## src/design/svp_pkg.sv

```systemverilog
`timescale 1ns / 1ps
`default_nettype none

package svp_pkg;

	// Default position counter width
	localparam int POSITION_BITS_DEF = 10;

	// Configuration port geometry
	localparam int CFG_INDEX_BITS = 3;
	localparam int CFG_DATA_BITS  = 10;

	// Command codes
	localparam logic [2:0] CMD_TICK    = 3'd0;
	localparam logic [2:0] CMD_SET     = 3'd1;
	localparam logic [2:0] CMD_PARK    = 3'd2;
	localparam logic [2:0] CMD_COMP    = 3'd3;
	localparam logic [2:0] CMD_HOME    = 3'd4;

	// Register indexes
	localparam logic [2:0] REG_STEP_INTERVAL = 3'd0;
	localparam logic [2:0] REG_HOME_STEPS    = 3'd1;
	localparam logic [2:0] REG_MAX_POSITION  = 3'd2;
	localparam logic [2:0] REG_PARK_POSITION = 3'd3;
	localparam logic [2:0] REG_START_TARGET  = 3'd4;
	localparam logic [2:0] REG_AC_BUMP       = 3'd5;
	localparam logic [2:0] REG_STEERING_BUMP = 3'd6;
	localparam logic [2:0] REG_DRIVE_BUMP    = 3'd7;

	// Register reset values
	localparam logic [7:0] RST_STEP_INTERVAL = 8'd10;
	localparam logic [9:0] RST_HOME_STEPS    = 10'd220;
	localparam logic [9:0] RST_MAX_POSITION  = 10'd200;
	localparam logic [9:0] RST_PARK_POSITION = 10'd30;
	localparam logic [9:0] RST_START_TARGET  = 10'd50;

	localparam logic [7:0] TICKS_MAX = 8'hFF;
	localparam logic [3:0] COILS_OFF = 4'h0;

	typedef struct packed {
		logic [7:0] step_interval;
		logic [9:0] home_steps;
		logic [9:0] max_position;
		logic [9:0] park_position;
		logic [9:0] start_target;
		logic [7:0] ac_bump;
		logic [7:0] steering_bump;
		logic [7:0] drive_bump;
	} cfg_t;

	// Drive state that does not depend on the position width
	typedef struct packed {
		logic [1:0] phase;
		logic [7:0] elapsed;
		logic [9:0] home_left;
		logic       homing;
		logic [3:0] coil;
	} ctl_t;

	// Full-step coil patterns: A+B+, A-B+, A-B-, A+B-
	function automatic logic [3:0] phase_coils(input logic [1:0] ph);
		logic [3:0] c;
		case (ph)
			2'd0:    c = 4'hA;
			2'd1:    c = 4'h6;
			2'd2:    c = 4'h5;
			default: c = 4'h9;
		endcase
		return c;
	endfunction

endpackage

`default_nettype wire

```

## src/design/svp_cfg.sv

```systemverilog
`timescale 1ns / 1ps
`default_nettype none

module svp_cfg (
	input  wire logic                               clk,
	input  wire logic                               arst_n,
	input  wire logic                               cfg_we,
	input  wire logic [svp_pkg::CFG_INDEX_BITS-1:0] cfg_index,
	input  wire logic [svp_pkg::CFG_DATA_BITS-1:0]  cfg_data,
	output svp_pkg::cfg_t                           cfg
);

	svp_pkg::cfg_t cfg_q;

	// Register file, one write per cycle
	always_ff @(posedge clk or negedge arst_n) begin
		if (!arst_n) begin
			cfg_q.step_interval <= svp_pkg::RST_STEP_INTERVAL;
			cfg_q.home_steps    <= svp_pkg::RST_HOME_STEPS;
			cfg_q.max_position  <= svp_pkg::RST_MAX_POSITION;
			cfg_q.park_position <= svp_pkg::RST_PARK_POSITION;
			cfg_q.start_target  <= svp_pkg::RST_START_TARGET;
			cfg_q.ac_bump       <= '0;
			cfg_q.steering_bump <= '0;
			cfg_q.drive_bump    <= '0;
		end else if (cfg_we) begin
			case (cfg_index)
				svp_pkg::REG_STEP_INTERVAL: cfg_q.step_interval <= cfg_data[7:0];
				svp_pkg::REG_HOME_STEPS:    cfg_q.home_steps    <= cfg_data;
				svp_pkg::REG_MAX_POSITION:  cfg_q.max_position  <= cfg_data;
				svp_pkg::REG_PARK_POSITION: cfg_q.park_position <= cfg_data;
				svp_pkg::REG_START_TARGET:  cfg_q.start_target  <= cfg_data;
				svp_pkg::REG_AC_BUMP:       cfg_q.ac_bump       <= cfg_data[7:0];
				svp_pkg::REG_STEERING_BUMP: cfg_q.steering_bump <= cfg_data[7:0];
				svp_pkg::REG_DRIVE_BUMP:    cfg_q.drive_bump    <= cfg_data[7:0];
				default: begin
				end
			endcase
		end
	end

	assign cfg = cfg_q;

endmodule

`default_nettype wire

```

## src/design/svp_step.sv

```systemverilog
`timescale 1ns / 1ps
`default_nettype none

// Next-state logic for one command
module svp_step #(
	parameter int POSITION_BITS = svp_pkg::POSITION_BITS_DEF
) (
	input  svp_pkg::cfg_t             cfg,
	input  wire logic [2:0]           command,
	input  wire logic signed [15:0]   target_value,
	input  wire logic                 ac_on,
	input  wire logic                 steering_load,
	input  wire logic                 drive_gear,
	input  svp_pkg::ctl_t             ctl,
	input  wire logic [POSITION_BITS-1:0] pos,
	input  wire logic [POSITION_BITS-1:0] tgt,
	output svp_pkg::ctl_t             ctl_d,
	output logic [POSITION_BITS-1:0]  pos_d,
	output logic [POSITION_BITS-1:0]  tgt_d,
	output logic                      stepped
);

	// Wide enough for a signed request or target plus all bumps
	localparam int SW = ((POSITION_BITS > 16) ? POSITION_BITS : 16) + 2;
	localparam logic signed [SW-1:0] POS_LIM = SW'(2**POSITION_BITS - 1);

	function automatic logic signed [SW-1:0] limit_pos(input logic signed [SW-1:0] v);
		return (v > POS_LIM) ? POS_LIM : v;
	endfunction

	function automatic logic [POSITION_BITS-1:0] clamp(input logic signed [SW-1:0] v,
		input logic signed [SW-1:0] hi);
		logic signed [SW-1:0] r;
		if (v < 0)
			r = '0;
		else if (v > hi)
			r = hi;
		else
			r = v;
		return r[POSITION_BITS-1:0];
	endfunction

	logic signed [SW-1:0] hi_lim;
	logic signed [SW-1:0] start_lim;
	logic signed [SW-1:0] comp_sum;
	logic [POSITION_BITS-1:0] set_tgt, park_tgt, comp_tgt;
	logic [7:0] e_inc;
	logic       expired;
	logic [1:0] ph_fwd, ph_rev;

	// Target candidates
	always_comb begin
		hi_lim    = limit_pos(SW'(cfg.max_position));
		start_lim = limit_pos(SW'(cfg.start_target));
		comp_sum  = SW'(tgt)
			+ (ac_on         ? SW'(cfg.ac_bump)       : '0)
			+ (steering_load ? SW'(cfg.steering_bump) : '0)
			+ (drive_gear    ? SW'(cfg.drive_bump)    : '0);
		set_tgt  = clamp(SW'(target_value), hi_lim);
		park_tgt = clamp(SW'(cfg.park_position), hi_lim);
		comp_tgt = clamp(comp_sum, hi_lim);
	end

	// Interval timer
	assign e_inc   = (ctl.elapsed != svp_pkg::TICKS_MAX) ? ctl.elapsed + 8'd1 : ctl.elapsed;
	assign expired = (e_inc >= cfg.step_interval);
	assign ph_fwd  = ctl.phase + 2'd1;
	assign ph_rev  = ctl.phase - 2'd1;

	// Command decode and state update
	always_comb begin
		ctl_d   = ctl;
		pos_d   = pos;
		tgt_d   = tgt;
		stepped = 1'b0;
		if (command == svp_pkg::CMD_TICK) begin
			ctl_d.elapsed = expired ? 8'd0 : e_inc;
			if (expired) begin
				if (ctl.homing) begin
					if (ctl.home_left != 10'd0) begin
						ctl_d.phase     = ph_rev;
						ctl_d.coil      = svp_pkg::phase_coils(ph_rev);
						ctl_d.home_left = ctl.home_left - 10'd1;
						stepped         = 1'b1;
					end else begin
						ctl_d.coil   = svp_pkg::COILS_OFF;
						ctl_d.homing = 1'b0;
						pos_d        = '0;
						tgt_d        = start_lim[POSITION_BITS-1:0];
					end
				end else if (pos == tgt) begin
					ctl_d.coil = svp_pkg::COILS_OFF;
				end else if (pos < tgt) begin
					ctl_d.phase = ph_fwd;
					ctl_d.coil  = svp_pkg::phase_coils(ph_fwd);
					pos_d       = pos + POSITION_BITS'(1);
					stepped     = 1'b1;
				end else begin
					ctl_d.phase = ph_rev;
					ctl_d.coil  = svp_pkg::phase_coils(ph_rev);
					pos_d       = pos - POSITION_BITS'(1);
					stepped     = 1'b1;
				end
			end
		end else if (!ctl.homing) begin
			case (command)
				svp_pkg::CMD_SET:  tgt_d = set_tgt;
				svp_pkg::CMD_PARK: tgt_d = park_tgt;
				svp_pkg::CMD_COMP: tgt_d = comp_tgt;
				svp_pkg::CMD_HOME: begin
					ctl_d.coil      = svp_pkg::COILS_OFF;
					ctl_d.phase     = 2'd0;
					ctl_d.elapsed   = 8'd0;
					ctl_d.home_left = cfg.home_steps;
					ctl_d.homing    = 1'b1;
					pos_d           = '0;
					tgt_d           = '0;
				end
				default: begin
				end
			endcase
		end
	end

endmodule

`default_nettype wire

```

## src/design/stepper_valve_positioner_unit.sv

```systemverilog
`timescale 1ns / 1ps
`default_nettype none

// Full-step valve positioner. Each transfer on the input channel is one
// command (tick, set target, park, compensate, home) and gives exactly one
// result: coil drive, position and target after the command, the homing flag
// and whether a step was taken. One command is taken every cycle unless the
// input stalls; a command waits in the input register, and the drive state is
// updated as it moves into the result register, where its result is presented.
// The input stalls only while both the input and the result register hold a
// command and out_ready is low. The user must write configuration through a
// plain write port only while no command is in flight; the block itself does
// not enforce this.
module stepper_valve_positioner_unit #(
	parameter int POSITION_BITS = svp_pkg::POSITION_BITS_DEF
) (
	input  wire logic                               clk,
	input  wire logic                               arst_n,
	input  wire logic                               cfg_we,
	input  wire logic [svp_pkg::CFG_INDEX_BITS-1:0] cfg_index,
	input  wire logic [svp_pkg::CFG_DATA_BITS-1:0]  cfg_data,
	input  wire logic                               in_valid,
	output logic                                    in_ready,
	input  wire logic [2:0]                         command,
	input  wire logic signed [15:0]                 target_value,
	input  wire logic                               ac_on,
	input  wire logic                               steering_load,
	input  wire logic                               drive_gear,
	output logic                                    out_valid,
	input  wire logic                               out_ready,
	output logic [3:0]                              coil_pattern,
	output logic [POSITION_BITS-1:0]                position,
	output logic [POSITION_BITS-1:0]                target,
	output logic                                    homing,
	output logic                                    stepped
);

	svp_pkg::cfg_t cfg;

	// Input register
	logic               valid_s1;
	logic [2:0]         command_s1;
	logic signed [15:0] target_value_s1;
	logic               ac_on_s1, steering_load_s1, drive_gear_s1;

	// Drive state
	svp_pkg::ctl_t            ctl_q, ctl_d;
	logic [POSITION_BITS-1:0] pos_q, pos_d, tgt_q, tgt_d;
	logic                     stepped_d;

	// Result register
	logic                     valid_s2;
	logic [3:0]               coil_s2;
	logic [POSITION_BITS-1:0] pos_s2, tgt_s2;
	logic                     homing_s2, stepped_s2;

	logic advance;

	svp_cfg u_cfg (
		.clk       (clk),
		.arst_n    (arst_n),
		.cfg_we    (cfg_we),
		.cfg_index (cfg_index),
		.cfg_data  (cfg_data),
		.cfg       (cfg)
	);

	svp_step #(
		.POSITION_BITS (POSITION_BITS)
	) u_step (
		.cfg           (cfg),
		.command       (command_s1),
		.target_value  (target_value_s1),
		.ac_on         (ac_on_s1),
		.steering_load (steering_load_s1),
		.drive_gear    (drive_gear_s1),
		.ctl           (ctl_q),
		.pos           (pos_q),
		.tgt           (tgt_q),
		.ctl_d         (ctl_d),
		.pos_d         (pos_d),
		.tgt_d         (tgt_d),
		.stepped       (stepped_d)
	);

	// Flow control: the input register moves on whenever the result slot frees
	assign advance  = !valid_s2 || out_ready;
	assign in_ready = !valid_s1 || advance;

	always_ff @(posedge clk or negedge arst_n) begin
		if (!arst_n) begin
			valid_s1 <= 1'b0;
		end else if (in_ready) begin
			valid_s1 <= in_valid;
		end
	end

	always_ff @(posedge clk) begin
		if (in_ready && in_valid) begin
			command_s1       <= command;
			target_value_s1  <= target_value;
			ac_on_s1         <= ac_on;
			steering_load_s1 <= steering_load;
			drive_gear_s1    <= drive_gear;
		end
	end

	// State update, taken as the command moves into the result register
	always_ff @(posedge clk or negedge arst_n) begin
		if (!arst_n) begin
			ctl_q <= '0;
			pos_q <= '0;
			tgt_q <= '0;
		end else if (valid_s1 && advance) begin
			ctl_q <= ctl_d;
			pos_q <= pos_d;
			tgt_q <= tgt_d;
		end
	end

	always_ff @(posedge clk or negedge arst_n) begin
		if (!arst_n) begin
			valid_s2 <= 1'b0;
		end else if (advance) begin
			valid_s2 <= valid_s1;
		end
	end

	always_ff @(posedge clk) begin
		if (valid_s1 && advance) begin
			coil_s2    <= ctl_d.coil;
			pos_s2     <= pos_d;
			tgt_s2     <= tgt_d;
			homing_s2  <= ctl_d.homing;
			stepped_s2 <= stepped_d;
		end
	end

	assign out_valid    = valid_s2;
	assign coil_pattern = coil_s2;
	assign position     = pos_s2;
	assign target       = tgt_s2;
	assign homing       = homing_s2;
	assign stepped      = stepped_s2;

	// An empty result slot never holds off the input
	a_ready_when_empty: assert property (@(posedge clk) disable iff (!arst_n)
		!valid_s2 |-> in_ready)
		else $error("input stalled with empty result register");

	// The tracked position stays at zero during a homing run
	a_homing_pos_zero: assert property (@(posedge clk) disable iff (!arst_n)
		(valid_s2 && homing_s2) |-> (pos_s2 == '0))
		else $error("position moved during homing");

	// A step always leaves the coils energised
	a_step_drives_coils: assert property (@(posedge clk) disable iff (!arst_n)
		(valid_s2 && stepped_s2) |-> (coil_s2 != svp_pkg::COILS_OFF))
		else $error("step reported with coils off");

endmodule

`default_nettype wire

```

## config.mk

```make
export PLATFORM = sky130hd
export DESIGN_NAME = stepper_valve_positioner_unit
export DESIGN_NICKNAME = d
export VERILOG_FILES = /design/src/design/svp_pkg.sv /design/src/design/svp_cfg.sv /design/src/design/svp_step.sv /design/src/design/stepper_valve_positioner_unit.sv
export SDC_FILE = /design/constraint.sdc
export NUM_CORES = 1
export LEC_CHECK = 0
export BUFFER_PORTS_ARGS = -buffer_cell sky130_fd_sc_hd__buf_2
export CORE_MARGIN = 2
export CORE_UTILIZATION = 45
export DETAILED_ROUTE_END_ITERATION = 7
export GPL_TIMING_DRIVEN = 1
export PLACE_DENSITY = 0.61
export SLEW_MARGIN = 20
export SYNTH_ARGS = -nofsm -noshare
export SYNTH_HDL_FRONTEND = slang
export SYNTH_SLANG_ARGS = --single-unit
```

## constraint.sdc

```tcl
create_clock -name clk -period 6.1 [get_ports clk]
set_input_delay 0.61 -clock clk [delete_from_list [all_inputs] [get_ports clk]]
set_output_delay 0.61 -clock clk [all_outputs]
set_load 0.02 [all_outputs]
```

==> summary.txt <==
Outcome
  – Outcome: finished, final reports clean

Clocking
  – Clk_lat worst skew: 430 ps
  – H-tree levels: 4
  – Worst-path clk slew: 70 ps
  – TritonCTS clock tree: done
  – Cts repair resizes: 0
  – Hold buffer count at CTS: 0
  – # clock sinks: 167
  – Bufs on Longest Clock Path: 2
  – Num CTS Buffers: 17
  – Post-CTS Setup Inserts: 0
  – Root Buffer Master: clkbuf_16

Setup path
  – CP Buf/Inv Count: 0
  – FF-to-FF Start: steering_load_s1
  – Crit Path Max Fanout: 8
  – Worst reg2reg setup slack: 470 ps
  – Worst path cell trace: and2_1 > fa_1 > fa_1 > ha_1 > fa_1 > a21o_1 > nand4_1 > nand3_1 > o221a_2 > nor2_1 > xnor2_1 > ha_1 > and4_1 > nand3_1 > a2111o_1 > o21a_1 > nor2b_1 > mux2_1 > a211oi_1 > o22ai_1
  – Delay-heaviest family, CP: adder cells
  – Crit path largest cell delay: 530 ps
  – Data arrival, critical path: 5790 ps
  – Critical-path top delay cell: fa_1
  – CP most frequent cell: fa_1
  – Critical path endpoint category: flop
  – Critical path class: reg -> reg
  – Number of cells on the worst reg-to-reg path: 20
  – Startpoint Class: flop
  – Capturing point of the worst reg2reg path: target[6]
  – Critical Path RT: 6270 ps

Logic synthesis
  – Synthesis Warnings: 0
  – Seq/Total Area, Yosys: 44.7%
  – Simple-Gate Fraction of Synth Area: 12.0%
  – Main combinational cell family by area after synthesis: compound AO/OA/AOI/OAI gates
  – Synth Area in XOR/XNOR: 1.85%
  – Post-synth EDFFs: 48
  – Syn Inst Count: 924
  – FF+latch count, synth: 167
  – Top FF cell, synth: dfrtp_1
  – Yosys cell types: 71
  – Compound-Gate Fraction of Synth Area: 18.0%
  – Mean Syn Cell Area: 10.7 um2
  – Async set-reset flop share out of synthesis: 71.3%
  – Synth Area in Adders: 12.1%
  – Post-Syn Area: 9930 um2
  – Mux contribution to synthesized area: 7.79%
  – Syn nets: 1050

GRT
  – GRT Util Overall: 22.2%
  – Initial antenna violation count: 0
  – Met1 usage in global routing: 31.0%
  – Met3 GRT Util: 4.29%
  – GR peak layer: met2
  – Largest net degree at the start of global routing: 61
  – Vias in the first global route: 7141
  – GRT met2 Usage: 35.3%
  – Total gr overflow: 0
  – Global-route wire length before repair: 40200 um

Detailed routing
  – Via count: 7454
  – DR vias/cell: 5.81
  – DR WL/cell: 19.8 um
  – WL final: 25300 um
  – Initial drt markers: 515
  – Antenna Violating Nets Remaining: 0
  – # DRC: 0
  – DR pass1 iterations: 5

Placed design
  – GP Congestion: 0.917
  – Post-DP HPWL: 18700 um
  – IO buf count: 67

Die
  – Die Area: 23300 um2
  – DIE HEIGHT: 153 um
  – Starting Density: 45.6%
  – Die width: 153 um
  – Row count: 54
  – Core box area: 21800 um2
  – IO Pins: 68

Layout
  – Inserted Diodes: 0
  – Layout cell share with drive strength beyond 1: 19.6%
  – FF+latch area: 4440 um2
  – Multi-input logic area: 5170 um2
  – Nets@finish: 1115
  – Synth-to-Final Area Change: 12.4%
  – # fillers: 2038

STA
  – Slew Limit Headroom: 32.2%
  – RSZ-0062 raised after global routing: no
  – Final min period: 5630 ps
  – Final Skew: 12.5 ps
  – Hold WS: 268 ps
  – Max Slew Vio Count: 0
  – Fin Setup TNS: 0 ps
  – Fin. Hold Viols: 0
  – Worst-Margin Slew: 1020 ps
  – # setup viols final: 0
  – Fmax: 178 MHz
  – Final period util: 92.3%

Power
  – Leakage: 0.00482 uW
  – Worst vdd ir: 0.199 mV
  – Power per cell area: 393 nW/um2
  – Pwr Total: 4390 uW

Run
  – Max-cap violations: 0

Min path
  – Worst hold path type: in -> async
==> layout by cell type, fill, tap and decap left out, types with 6 or more instances in the layout <==
| cell type | synthesis | layout |
|---|---|---|
| o2bb2ai_1 | 6 | 6 |
| a21oi_1 | 43 | 43 |
| xnor2_1 | 13 | 13 |
| nor2b_1 | 7 | 7 |
| clkbuf_16 | 0 | 17 |
| nand2b_1 | 9 | 9 |
| dfstp_2 | 17 | 17 |
| inv_1 | 60 | 59 |
| edfxtp_1 | 48 | 48 |
| o211ai_1 | 8 | 8 |
| mux2i_1 | 12 | 12 |
| nand2_1 | 65 | 65 |
| and2_1 | 25 | 25 |
| a22oi_1 | 10 | 10 |
| xor2_1 | 8 | 8 |
| a21o_1 | 21 | 21 |
| nor3_1 | 15 | 14 |
| mux2_2 | 55 | 55 |
| buf_2 | 4 | 66 |
| o31ai_1 | 7 | 7 |
| a31oi_1 | 8 | 8 |
| buf_4 | 0 | 11 |
| nand4_1 | 10 | 10 |
| dfrtp_1 | 102 | 102 |
| o21ai_1 | 17 | 16 |
| a22o_1 | 25 | 25 |
| a221oi_1 | 9 | 9 |
| nand3_1 | 23 | 23 |
| a211oi_1 | 8 | 7 |
| nor2_1 | 44 | 44 |
| o21a_1 | 6 | 6 |
| o21bai_1 | 10 | 10 |
| ha_1 | 69 | 69 |
| o21ai_0 | 37 | 37 |
| a32o_1 | 14 | 14 |
| fa_1 | 17 | 17 |
| or3_1 | 10 | 10 |
==> cell families after synthesis <==
family,Yosys count
xor+xnor,21
compound gates,255
buf+inv,91
mux,70
fa+ha+maj,86
simple gates,234
flops,167
==> power breakdown <==
group	switching (uW)	internal, uW	total, uW
clock	471	562	1030
sequential	178	1380	1550
combinational	1050	752	1800
==> through the flow <==
step | instance area, um2 | utilization [%] | cells | worst slack [ps]
final | 11200 | 51.3 | 1282 | 473
after global routing | 11200 | 51.3 | 1282 | 176
after CTS | 11100 | 51.2 | 1282 | 478
after detailed placement | 10600 | 48.7 | 1250 | 508
after global placement | 10600 | 48.7 | 1250 | 640
after floorplan | 9930 | - | 924 | 919
==> layer usage <==
| layer | share of wire (%) | vias up |
|---|---|---|
| met5 | 0 | - |
| met4 | 2.1 | 0 |
| met3 | 5.0 | 30 |
| met2 | 47 | 183 |
| met1 | 46 | 3681 |
| li1 | - | 3560 |
==> cell usage after synthesis, types with 17 or more instances <==
cell type	count	area share [%]
dfstp_2	17	4.5
a22o_1	25	2.2
a21oi_1	43	2.2
clkbuf_1	26	0.98
a21o_1	21	1.6
fa_1	17	3.4
o21ai_0	37	1.9
edfxtp_1	48	15
ha_1	69	8.7
nand3_1	23	1.2
nand2_1	65	2.5
and2_1	25	1.6
dfrtp_1	102	26
mux2_2	55	6.2
inv_1	60	2.3
o21ai_1	17	0.86
nor2_1	44	1.7
==> worst max path at each step <==
stage	startpoint	end	slack, ps	cells past startpoint
after floorplan	ac_on_s1	target[6]	920	20
after global placement	ac_on_s1	target[6]	640	20
after detailed placement	ac_on_s1	target[6]	510	20
after CTS	steering_load_s1	target[6]	480	20
after global routing	steering_load_s1	target[6]	180	20
final	steering_load_s1	target[6]	470	20
==> state kept, by name, indices dropped and copies added, names as in the netlist <==
register          cells
target               10
steering_load_s1      1
homing                1
valid_s1              1
ctl_q                25
pos_q                10
ac_on_s1              1
drive_gear_s1         1
target_value_s1      16
stepped               1
u_cfg.cfg            72
out_valid             1
tgt_q                10
position             10
coil_pattern          4
command_s1            3
==> area by class of cell <==
type                    count  share of cell area (%)
clock inverters            15                    1.15
multi-input cells         666                    46.4
well taps                 280                    3.14
inverters                  60                    2.02
clock buffers              17                    3.81
repair buffers             77                    3.70
flip-flops and latches    167                    39.8
Note: power is estimated with default switching activity, not from simulation.
